--- src/rtl/sme_pkg.sv ---
// Package for the integer stack-machine executor: opcodes, status codes,
// payload field widths and shared controller/datapath command types.
`timescale 1ns / 1ps
`default_nettype none
package sme_pkg;
   localparam int unsigned WordWidth = 64;
   localparam int unsigned OpWidth   = 5;
   localparam int unsigned SelWidth  = 4;
   localparam int unsigned StatWidth = 3;

   typedef enum logic [OpWidth-1:0] {
      OP_PUSH_IMM = 5'd0, OP_PUSH_ZERO = 5'd1, OP_PUSH_ONE = 5'd2, OP_PUSH_M1 = 5'd3,
      OP_ADD = 5'd4, OP_SUB = 5'd5, OP_MUL = 5'd6, OP_DIV = 5'd7, OP_MOD = 5'd8,
      OP_OR = 5'd9, OP_AND = 5'd10, OP_XOR = 5'd11, OP_NEG = 5'd12, OP_PRINT = 5'd13,
      OP_POP = 5'd14, OP_LOAD_LOC = 5'd15, OP_STORE_LOC = 5'd16, OP_LOAD_CTX = 5'd17,
      OP_STORE_CTX = 5'd18, OP_SET_CTX = 5'd19
   } op_type;

   localparam logic [StatWidth-1:0] ST_OK        = 3'd0;
   localparam logic [StatWidth-1:0] ST_UNDER     = 3'd1;
   localparam logic [StatWidth-1:0] ST_OVER      = 3'd2;
   localparam logic [StatWidth-1:0] ST_DIVZERO   = 3'd3;
   localparam logic [StatWidth-1:0] ST_UNWRITTEN = 3'd4;
   localparam logic [StatWidth-1:0] ST_BADOP     = 3'd5;

   // Datapath actions issued by the controller.
   typedef enum logic [2:0] {
      ACT_NONE, ACT_READ, ACT_PUSH, ACT_LOAD, ACT_ALU, ACT_DIV_START,
      ACT_DIV_DONE, ACT_STORE
   } act_type;

   typedef struct packed {
      act_type               act;
      logic [OpWidth-1:0]    op;
   } cmd_type;

   typedef struct packed {
      logic div_busy;
      logic b_zero;
      logic var_valid;
   } sts_type;
endpackage
`default_nettype wire

--- src/rtl/sme_controller.sv ---
// Controller: decodes each instruction, checks stack bounds, sequences the datapath.
// Depends on sme_pkg.
`timescale 1ns / 1ps
`default_nettype none
module sme_controller import sme_pkg::*; #(
   parameter int unsigned STACK_DEPTH = 64,
   parameter int unsigned NUM_CONTEXTS = 16,
   parameter int unsigned VARS_PER_CONTEXT = 16
) (
   input  wire logic                 clock,
   input  wire logic                 reset,
   input  wire logic                 in_valid,
   output logic                      in_ready,
   input  wire logic [OpWidth-1:0]   in_op,
   input  wire logic [WordWidth-1:0] in_imm,
   input  wire logic [SelWidth-1:0]  in_ctx,
   input  wire logic [SelWidth-1:0]  in_var,
   output logic                      out_valid,
   input  wire logic                 out_ready,
   output logic [StatWidth-1:0]      out_status,
   output logic                      out_print,
   output logic [WordWidth-1:0]      out_value,
   output cmd_type                   cmd,
   output logic [WordWidth-1:0]      push_value,
   output logic [$clog2(STACK_DEPTH+1)-1:0] count,
   output logic [$clog2(NUM_CONTEXTS*VARS_PER_CONTEXT)-1:0] var_idx,
   input  sts_type                   sts,
   input  wire logic [WordWidth-1:0] top_value
);
   localparam int unsigned CountWidth = $clog2(STACK_DEPTH + 1);
   localparam int unsigned IdxWidth = $clog2(NUM_CONTEXTS * VARS_PER_CONTEXT);
   localparam int unsigned CtxAw = (NUM_CONTEXTS > 1) ? $clog2(NUM_CONTEXTS) : 1;
   localparam int unsigned VarAw = (VARS_PER_CONTEXT > 1) ? $clog2(VARS_PER_CONTEXT) : 1;

   typedef enum logic [2:0] {S_IDLE, S_EXEC, S_DIV_WAIT, S_DIV_END, S_RESP} state_type;

   state_type              state_ff;
   logic [OpWidth-1:0]     op_ff;
   logic [WordWidth-1:0]   imm_ff;
   logic [SelWidth-1:0]    ctx_ff, var_ff, cur_ctx_ff;
   logic [CountWidth-1:0]  count_ff;
   logic [StatWidth-1:0]   status_ff;
   logic                   print_ff;
   logic [WordWidth-1:0]   value_ff;
   logic                   div_started_ff;
   logic [OpWidth-1:0]     op_use;
   logic [SelWidth-1:0]    ctx_sel_use, var_use;
   logic [SelWidth-1:0]    ctx_use;
   logic [CtxAw-1:0]       ctx_red;
   logic [VarAw-1:0]       var_red;
   logic                   full, has1, has2;

   // in idle the store index follows the incoming item so the read at accept sees it
   assign op_use      = (state_ff == S_IDLE) ? in_op : op_ff;
   assign ctx_sel_use = (state_ff == S_IDLE) ? in_ctx : ctx_ff;
   assign var_use     = (state_ff == S_IDLE) ? in_var : var_ff;

   assign full = (count_ff == CountWidth'(STACK_DEPTH));
   assign has1 = (count_ff != '0);
   assign has2 = (count_ff > CountWidth'(1));
   assign ctx_use = (op_use == OP_LOAD_LOC || op_use == OP_STORE_LOC) ? cur_ctx_ff : ctx_sel_use;
   assign ctx_red = CtxAw'(32'(ctx_use) % NUM_CONTEXTS);
   assign var_red = VarAw'(32'(var_use) % VARS_PER_CONTEXT);
   assign var_idx = IdxWidth'(32'(ctx_red) * VARS_PER_CONTEXT + 32'(var_red));
   assign count = count_ff;

   always_comb begin
      cmd.op = op_ff; cmd.act = ACT_NONE;
      push_value = imm_ff;
      case (op_ff)
         OP_PUSH_ZERO: push_value = '0;
         OP_PUSH_ONE:  push_value = WordWidth'(1);
         OP_PUSH_M1:   push_value = '1;
         default:      push_value = imm_ff;
      endcase
      unique case (state_ff)
         S_IDLE: if (in_valid) cmd.act = ACT_READ;
         S_EXEC: begin
            case (op_ff) inside
               [OP_PUSH_IMM:OP_PUSH_M1]: if (!full) cmd.act = ACT_PUSH;
               OP_ADD, OP_SUB, OP_OR, OP_AND, OP_XOR:
                  if (has2) cmd.act = ACT_ALU;
               OP_MUL: if (has2) cmd.act = ACT_DIV_START;
               OP_DIV, OP_MOD: if (has2 && !sts.b_zero) cmd.act = ACT_DIV_START;
               OP_NEG: if (has1) cmd.act = ACT_ALU;
               OP_LOAD_LOC, OP_LOAD_CTX:
                  if (!full && sts.var_valid) cmd.act = ACT_LOAD;
               OP_STORE_LOC, OP_STORE_CTX: if (has1) cmd.act = ACT_STORE;
               default: cmd.act = ACT_NONE;
            endcase
         end
         S_DIV_END: cmd.act = ACT_DIV_DONE;
         default: cmd.act = ACT_NONE;
      endcase
   end

   // Operands and the variable are read at the accepting edge; EXEC uses them.
   always_ff @(posedge clock) begin
      if (reset) begin
         state_ff <= S_IDLE; count_ff <= '0; cur_ctx_ff <= '0;
         div_started_ff <= 1'b0;
      end else begin
         unique case (state_ff)
            S_IDLE: if (in_valid) begin
               state_ff <= S_EXEC;
            end
            S_EXEC: begin
               status_ff <= ST_OK; print_ff <= 1'b0; value_ff <= '0;
               state_ff <= S_RESP;
               case (op_ff) inside
                  [OP_PUSH_IMM:OP_PUSH_M1]:
                     if (full) status_ff <= ST_OVER; else count_ff <= count_ff + 1'b1;
                  OP_ADD, OP_SUB, OP_OR, OP_AND, OP_XOR:
                     if (!has2) status_ff <= ST_UNDER; else count_ff <= count_ff - 1'b1;
                  OP_MUL:
                     if (!has2) status_ff <= ST_UNDER;
                     else state_ff <= S_DIV_WAIT;
                  OP_DIV, OP_MOD:
                     if (!has2) status_ff <= ST_UNDER;
                     else if (sts.b_zero) status_ff <= ST_DIVZERO;
                     else state_ff <= S_DIV_WAIT;
                  OP_NEG: if (!has1) status_ff <= ST_UNDER;
                  OP_PRINT:
                     if (!has1) status_ff <= ST_UNDER;
                     else begin
                        count_ff <= count_ff - 1'b1; print_ff <= 1'b1; value_ff <= top_value;
                     end
                  OP_POP:
                     if (!has1) status_ff <= ST_UNDER; else count_ff <= count_ff - 1'b1;
                  OP_LOAD_LOC, OP_LOAD_CTX:
                     if (full) status_ff <= ST_OVER;
                     else if (!sts.var_valid) status_ff <= ST_UNWRITTEN;
                     else count_ff <= count_ff + 1'b1;
                  OP_STORE_LOC, OP_STORE_CTX:
                     if (!has1) status_ff <= ST_UNDER; else count_ff <= count_ff - 1'b1;
                  OP_SET_CTX: cur_ctx_ff <= SelWidth'(ctx_red);
                  default: status_ff <= ST_BADOP;
               endcase
            end
            S_DIV_WAIT: begin
               div_started_ff <= 1'b1;
               if (div_started_ff && !sts.div_busy) begin
                  state_ff <= S_DIV_END; div_started_ff <= 1'b0;
               end
            end
            S_DIV_END: begin
               count_ff <= count_ff - 1'b1; state_ff <= S_RESP;
            end
            S_RESP: if (out_ready) state_ff <= S_IDLE;
            default: state_ff <= S_IDLE;
         endcase
      end
      if (state_ff == S_IDLE && in_valid) begin
         op_ff <= in_op; imm_ff <= in_imm; ctx_ff <= in_ctx; var_ff <= in_var;
      end
   end

   assign in_ready   = (state_ff == S_IDLE);
   assign out_valid  = (state_ff == S_RESP);
   assign out_status = status_ff;
   assign out_print  = print_ff;
   assign out_value  = value_ff;
endmodule
`default_nettype wire

--- config.mk ---
export PLATFORM = sky130hd
export DESIGN_NAME = sme_controller
export DESIGN_NICKNAME = d
export VERILOG_FILES = /design/src/rtl/sme_pkg.sv /design/src/rtl/sme_controller.sv
export SDC_FILE = /design/constraint.sdc
export NUM_CORES = 1
export LEC_CHECK = 0
export ABC_AREA = 1
export BUFFER_PORTS_ARGS = -buffer_cell sky130_fd_sc_hd__buf_2
export CORE_ASPECT_RATIO = 0.6
export CORE_UTILIZATION = 48
export DETAILED_ROUTE_END_ITERATION = 10
export GPL_ROUTABILITY_DRIVEN = 0
export PLACE_DENSITY_LB_ADDON = 0.3
export SLEW_MARGIN = 0
export SYNTH_ARGS = -nofsm -noshare
export SYNTH_HDL_FRONTEND = slang
export SYNTH_SLANG_ARGS = --single-unit
--- constraint.sdc ---
create_clock -name clock -period 9.9 [get_ports clock]
set_clock_uncertainty 0.2 [all_clocks]
set_input_delay 1.98 -clock clock [delete_from_list [all_inputs] [get_ports clock]]
set_output_delay 1.98 -clock clock [all_outputs]
set_load 0.02 [all_outputs]
## Yosys cells after proc, flatten, opt, wreduce, memory -nomap -nowiden

Index checks and enable logic that the tools add are counted.

- Flip-flop bits (word level): 160
- Word-level logic and storage cells: 153

- $add $sub $neg: 3
- Magnitude comparators: 3
- Equal/unequal tests: 37
- Multiplexer cells: 66
- Bitwise operators: 11
- Reduce and logical (&&, ||, !) cells: 22

Operators by type and width:

| operator | number |
|---|---|
| $pmux 64 s3 | 1 |
| $mux 3 | 34 |
| $mux 7 | 14 |
| $eq 5x4->1 const B | 9 |
| $eq 5x5->1 const B | 5 |
| $eq 5x3->1 const B | 4 |
| $ne 4x4->1 const B | 4 |
| $pmux 3 s5 | 1 |
| $ne 7x7->1 const B | 2 |
| $pmux 7 s2 | 1 |
| $mux 4 | 3 |
| $reduce_or 12->1 | 1 |
| $not 1->1 | 11 |
| $reduce_and 11->1 | 1 |
| $reduce_or 11->1 | 1 |
| $eq 5x2->1 const B | 2 |
| $mux 2 | 5 |
| $ne 9x9->1 const B | 1 |
| $pmux 3 s3 | 1 |
| $reduce_and 9->1 | 1 |
| $add 8x4->8 | 1 |
| $add 7x1->7 const B | 1 |
| $eq 7x7->1 const B | 1 |
| $gt 7x1->1 const B | 1 |
| other kinds (22) | 36 |

## Logic depth before layout (Yosys ltp)

- Depth in word-level cells: 12
- Gate-level depth with buffers: 12
- Mapped depth without buffers: 12

## Least setup slack after synthesis

OpenSTA, ideal clock, no wires.

- Path kind: in2out
- Start point: in in_valid
- End point: out cmd[5] (netlist bit)
- Arrival time: 5.658 ns
- Path slack: 2.062 ns
- Stages on the path: 3
- Cells stage by stage: inv_1 > nor2_1 > a31o_1

RTL lines:

| what | RTL line | text |
|---|---|---|
| start, declared | sme_controller.sv:12 | `input wire logic in_valid,` |
| end, declared | sme_controller.sv:23 | `output cmd_type cmd,` |

==> key figures <==
Status
  • Outcome: finished clean

Synthesis
  • Flop and latch count out of synthesis: 160
  • Syn nets: ~900
  • Synthesized area: about 7200 um^2
  • Post-Synth Simple-Gate Area: 0.184
  • Ys async rst share: 0
  • Number of flops mapped to enable cells by yosys: 145
  • Post-synthesis cell type count: 33
  • Compound-cell area share of the yosys netlist: 0.0778
  • Synth Flop Type: edfxtp_1
  • Sequential share of the synthesized area: 0.646
  • Post-synthesis mux area share: 0
  • Largest family of logic cells by synthesized area: simple AND/OR/NAND/NOR gates
  • Gate Count Post-Synth: between 700 and 800
  • Post-Synth XOR/XNOR Area: 0.00608
  • Syn_area_per_cell: 9.83 um^2
  • Synth warn: 0
  • Synth Area in Adders: 0.00521

Die
  • # rows: 34
  • Initial Util: 0.494
  • Die height: 96.9 um
  • Core area: approximately 15,000 um^2
  • # IOs: about 310
  • Die area: ~16,000 um^2
  • Chip width: 160 um

Detailed routing
  • Final ANT Viol Nets: 0
  • Via count: between 5,000 and 6,000
  • Via/cell ratio: slightly below 5
  • Top layer in use: met4
  • M1 WL: between 7000 and 8000 um
  • Met2 WL: about 8700 um
  • Final Routed Wirelength: between 15,000 and 20,000 um
  • DRC errors left: 0
  • WL met3: 1050 um
  • Initial drt markers: roughly 430
  • DR WL/cell: ~14 um
  • Drt first pass iters: 5

Power
  • Sw Ratio: 0.329
  • Clock share of power: 0.328
  • Comb pwr share: 0.244
  • Total power per unit cell area: 208 nW/um^2
  • Leak Pwr: about 0.0046 uW
  • Share of power burned in registers: 0.428
  • Total Power: ~2000 uW
  • Switch Pwr: about 650 uW
  • Peak VDD IR: about 0.11 mV
  • P_int: around 1300 uW

STA
  • Worst slew pin tran: between 1 and 1.5 ns
  • Fin Setup TNS: 0 ns
  • Achievable Freq: between 150 and 200 MHz
  • Final min period: around 5.7 ns
  • Final Hold Viols: 0
  • Final setup viols: 0
  • Rel. slew slack: 0.322
  • Fin crit share: 0.579
  • Final Max Tran Viols: 0
  • Unrepaired setup endpoints after global routing: no

GRT
  • Largest net degree at the start of global routing: 79
  • First-pass GRT wire length: 28,100 um
  • GRT Total Usage: 0.231
  • Initial antenna violation count: 1
  • Vias in the first global route: approximately 5,500
  • GRT overflow: 0

Clock network
  • Bufs on Longest Clock Path: 2
  • CTS tree: yes
  • Worst-path clk slew: 0.07 ns
  • CTS Sinks: 160
  • CTS-repair resized insts: 0
  • Cts hold-fix bufs: 0
  • Postcts setup bufs: 0
  • CTS root buf: clkbuf_16
  • Clk Latency, worst-skew pair: between 0.4 and 0.5 ns
  • Maximum level of the CTS H-tree: 4
  • Cts bufs inserted: 17

Worst setup path
  • CP Capture Type: primary output
  • CP Max Fanout: a little under 80
  • Worst Setup Start Kind: flip-flop
  • Data arrival, critical path: between 3 and 4 ns
  • Sequence of cells on the critical path: nor2_1 -> inv_1 -> nor2_1 -> clkinv_1 -> nor2_4 -> buf_4 -> a31o_1 -> buf_2
  • CP Data Required Time: between 7 and 8 ns
  • Slowest stage delay, CP: ~0.76 ns
  • Slowest-stage cell, CP: buf_4
  • Critical path class: flip-flop to primary output
  • Most common cell on crit path: nor2_1
  • WP buf/inv: 4
  • Delay-heaviest family, CP: buffers and inverters

Place
  • # port buffers: slightly above 300
  • DPL Wire Length: about 13,000 um
  • Placed cell area: roughly 8900 um^2

Final layout
  • Design area: around 9400 um^2
  • Nets: around 1,200
  • P&R area growth vs syn: 31.0%
  • Share of post-route cells with drive strength above 1: 0.349
  • Diode count: 0
  • Fillers: around 1,200

Hold path
  • Hold crit path type: flip-flop to flip-flop

Job
  • Maxcap violations: 0
## layer usage
layer	global-route usage	vias up
li1	-	2997
met1	0.299	2766
met2	0.384	192
met3	0.0570	14
met4	0.0696	0
met5	0	-
## layout make-up
cell class | instances | area [um^2] | share of cell area
clock buffer | 18 | 429 | 0.0455
clock inverter | 14 | 146 | 0.0155
inverter | 111 | 417 | 0.0441
multi-input combinational | 432 | 1990 | 0.211
sequential | 160 | 4650 | 0.493
tap | 198 | 248 | 0.0262
timing repair buffer | 308 | 1550 | 0.164
## registers in the layout, summed over array words and instances (netlist names)
signal,cells
imm_ff,64
div_started_ff,1
cur_ctx_ff,4
var_ff,4
out_status,3
ctx_ff,4
state_ff,3
count,7
out_print,1
op_ff,5
out_value,64
## power groups by stage
| stage | logic, uW | clock network, uW | registers [uW] |
|---|---|---|---|
| final | 480 | 644 | 841 |
| after global routing | 525 | 682 | 847 |
| after CTS | 481 | 658 | 841 |
| after detailed placement | 478 | 0 | 855 |
| after global placement | 472 | 0 | 853 |
| after floorplan | 290 | 0 | 886 |
## through the flow
step	util	worst slack, ns	cells	hold WS (ns)
finish	0.647	4.16	1241	0.282
global route	0.647	3.90	1241	0.304
CTS	0.647	4.11	1241	0.282
detailed placement	0.608	4.33	1209	0.272
global placement	0.608	4.34	1209	0.250
floorplan	-	2.06	733	0.239
## path summary, 6_finish.rpt
check,from,endpoint,slack (ns),depth (start not counted)
max,state_ff[0]$_SDFFE_PP0P_,cmd[5],4.16,8
min,div_started_ff$_SDFFE_PP0N_,div_started_ff$_SDFFE_PP0N_,0.28,2
max reg2reg,state_ff[0]$_SDFFE_PP0P_,imm_ff[16]$_DFFE_PP_,6.51,6
min reg2reg,div_started_ff$_SDFFE_PP0N_,div_started_ff$_SDFFE_PP0N_,0.28,2
## cell usage in the layout, fill, tap and decap left out, drive strengths merged, types with 3 or more instances in the layout
cell and n:
buf 308, nand2 160, edfxtp 145, inv 118
nor2 114, o21ai 78, nand3 31, clkbuf 18
a21oi 17, dfxtp 15, nand4 7, clkinv 5
nor3 4, xor2 4, o211ai 3, a31oi 3
ha 3
## synth_stat cells, types with 4 or more instances
cell type	count	share of area
a21oi_1	17	0.012
buf_2	4	0.0028
buf_6	7	0.011
clkbuf_1	19	0.0099
dfxtp_1	15	0.042
edfxtp_1	145	0.60
inv_1	101	0.053
inv_2	8	0.0042
nand2_1	154	0.080
nand3_1	29	0.020
nand4_1	7	0.0061
nor2_1	109	0.057
nor3_1	4	0.0028
o21ai_0	66	0.046
o21ai_1	11	0.0076
xor2_1	4	0.0049
## worst min-delay path: stages (launching register included)
cell and delay (ns):
dfxtp_1 0.32, nand2_1 0.07, a21oi_1 0.05
## cell families after synthesis
group / count (synthesis)
AND/OR/NAND/NOR: 318
flip-flops: 160
buffers and inverters: 141
AO/OA/AOI/OAI: 106
XOR/XNOR: 5
adder cells (fa/ha/maj): 3
Power figures use the tool's default switching activity.
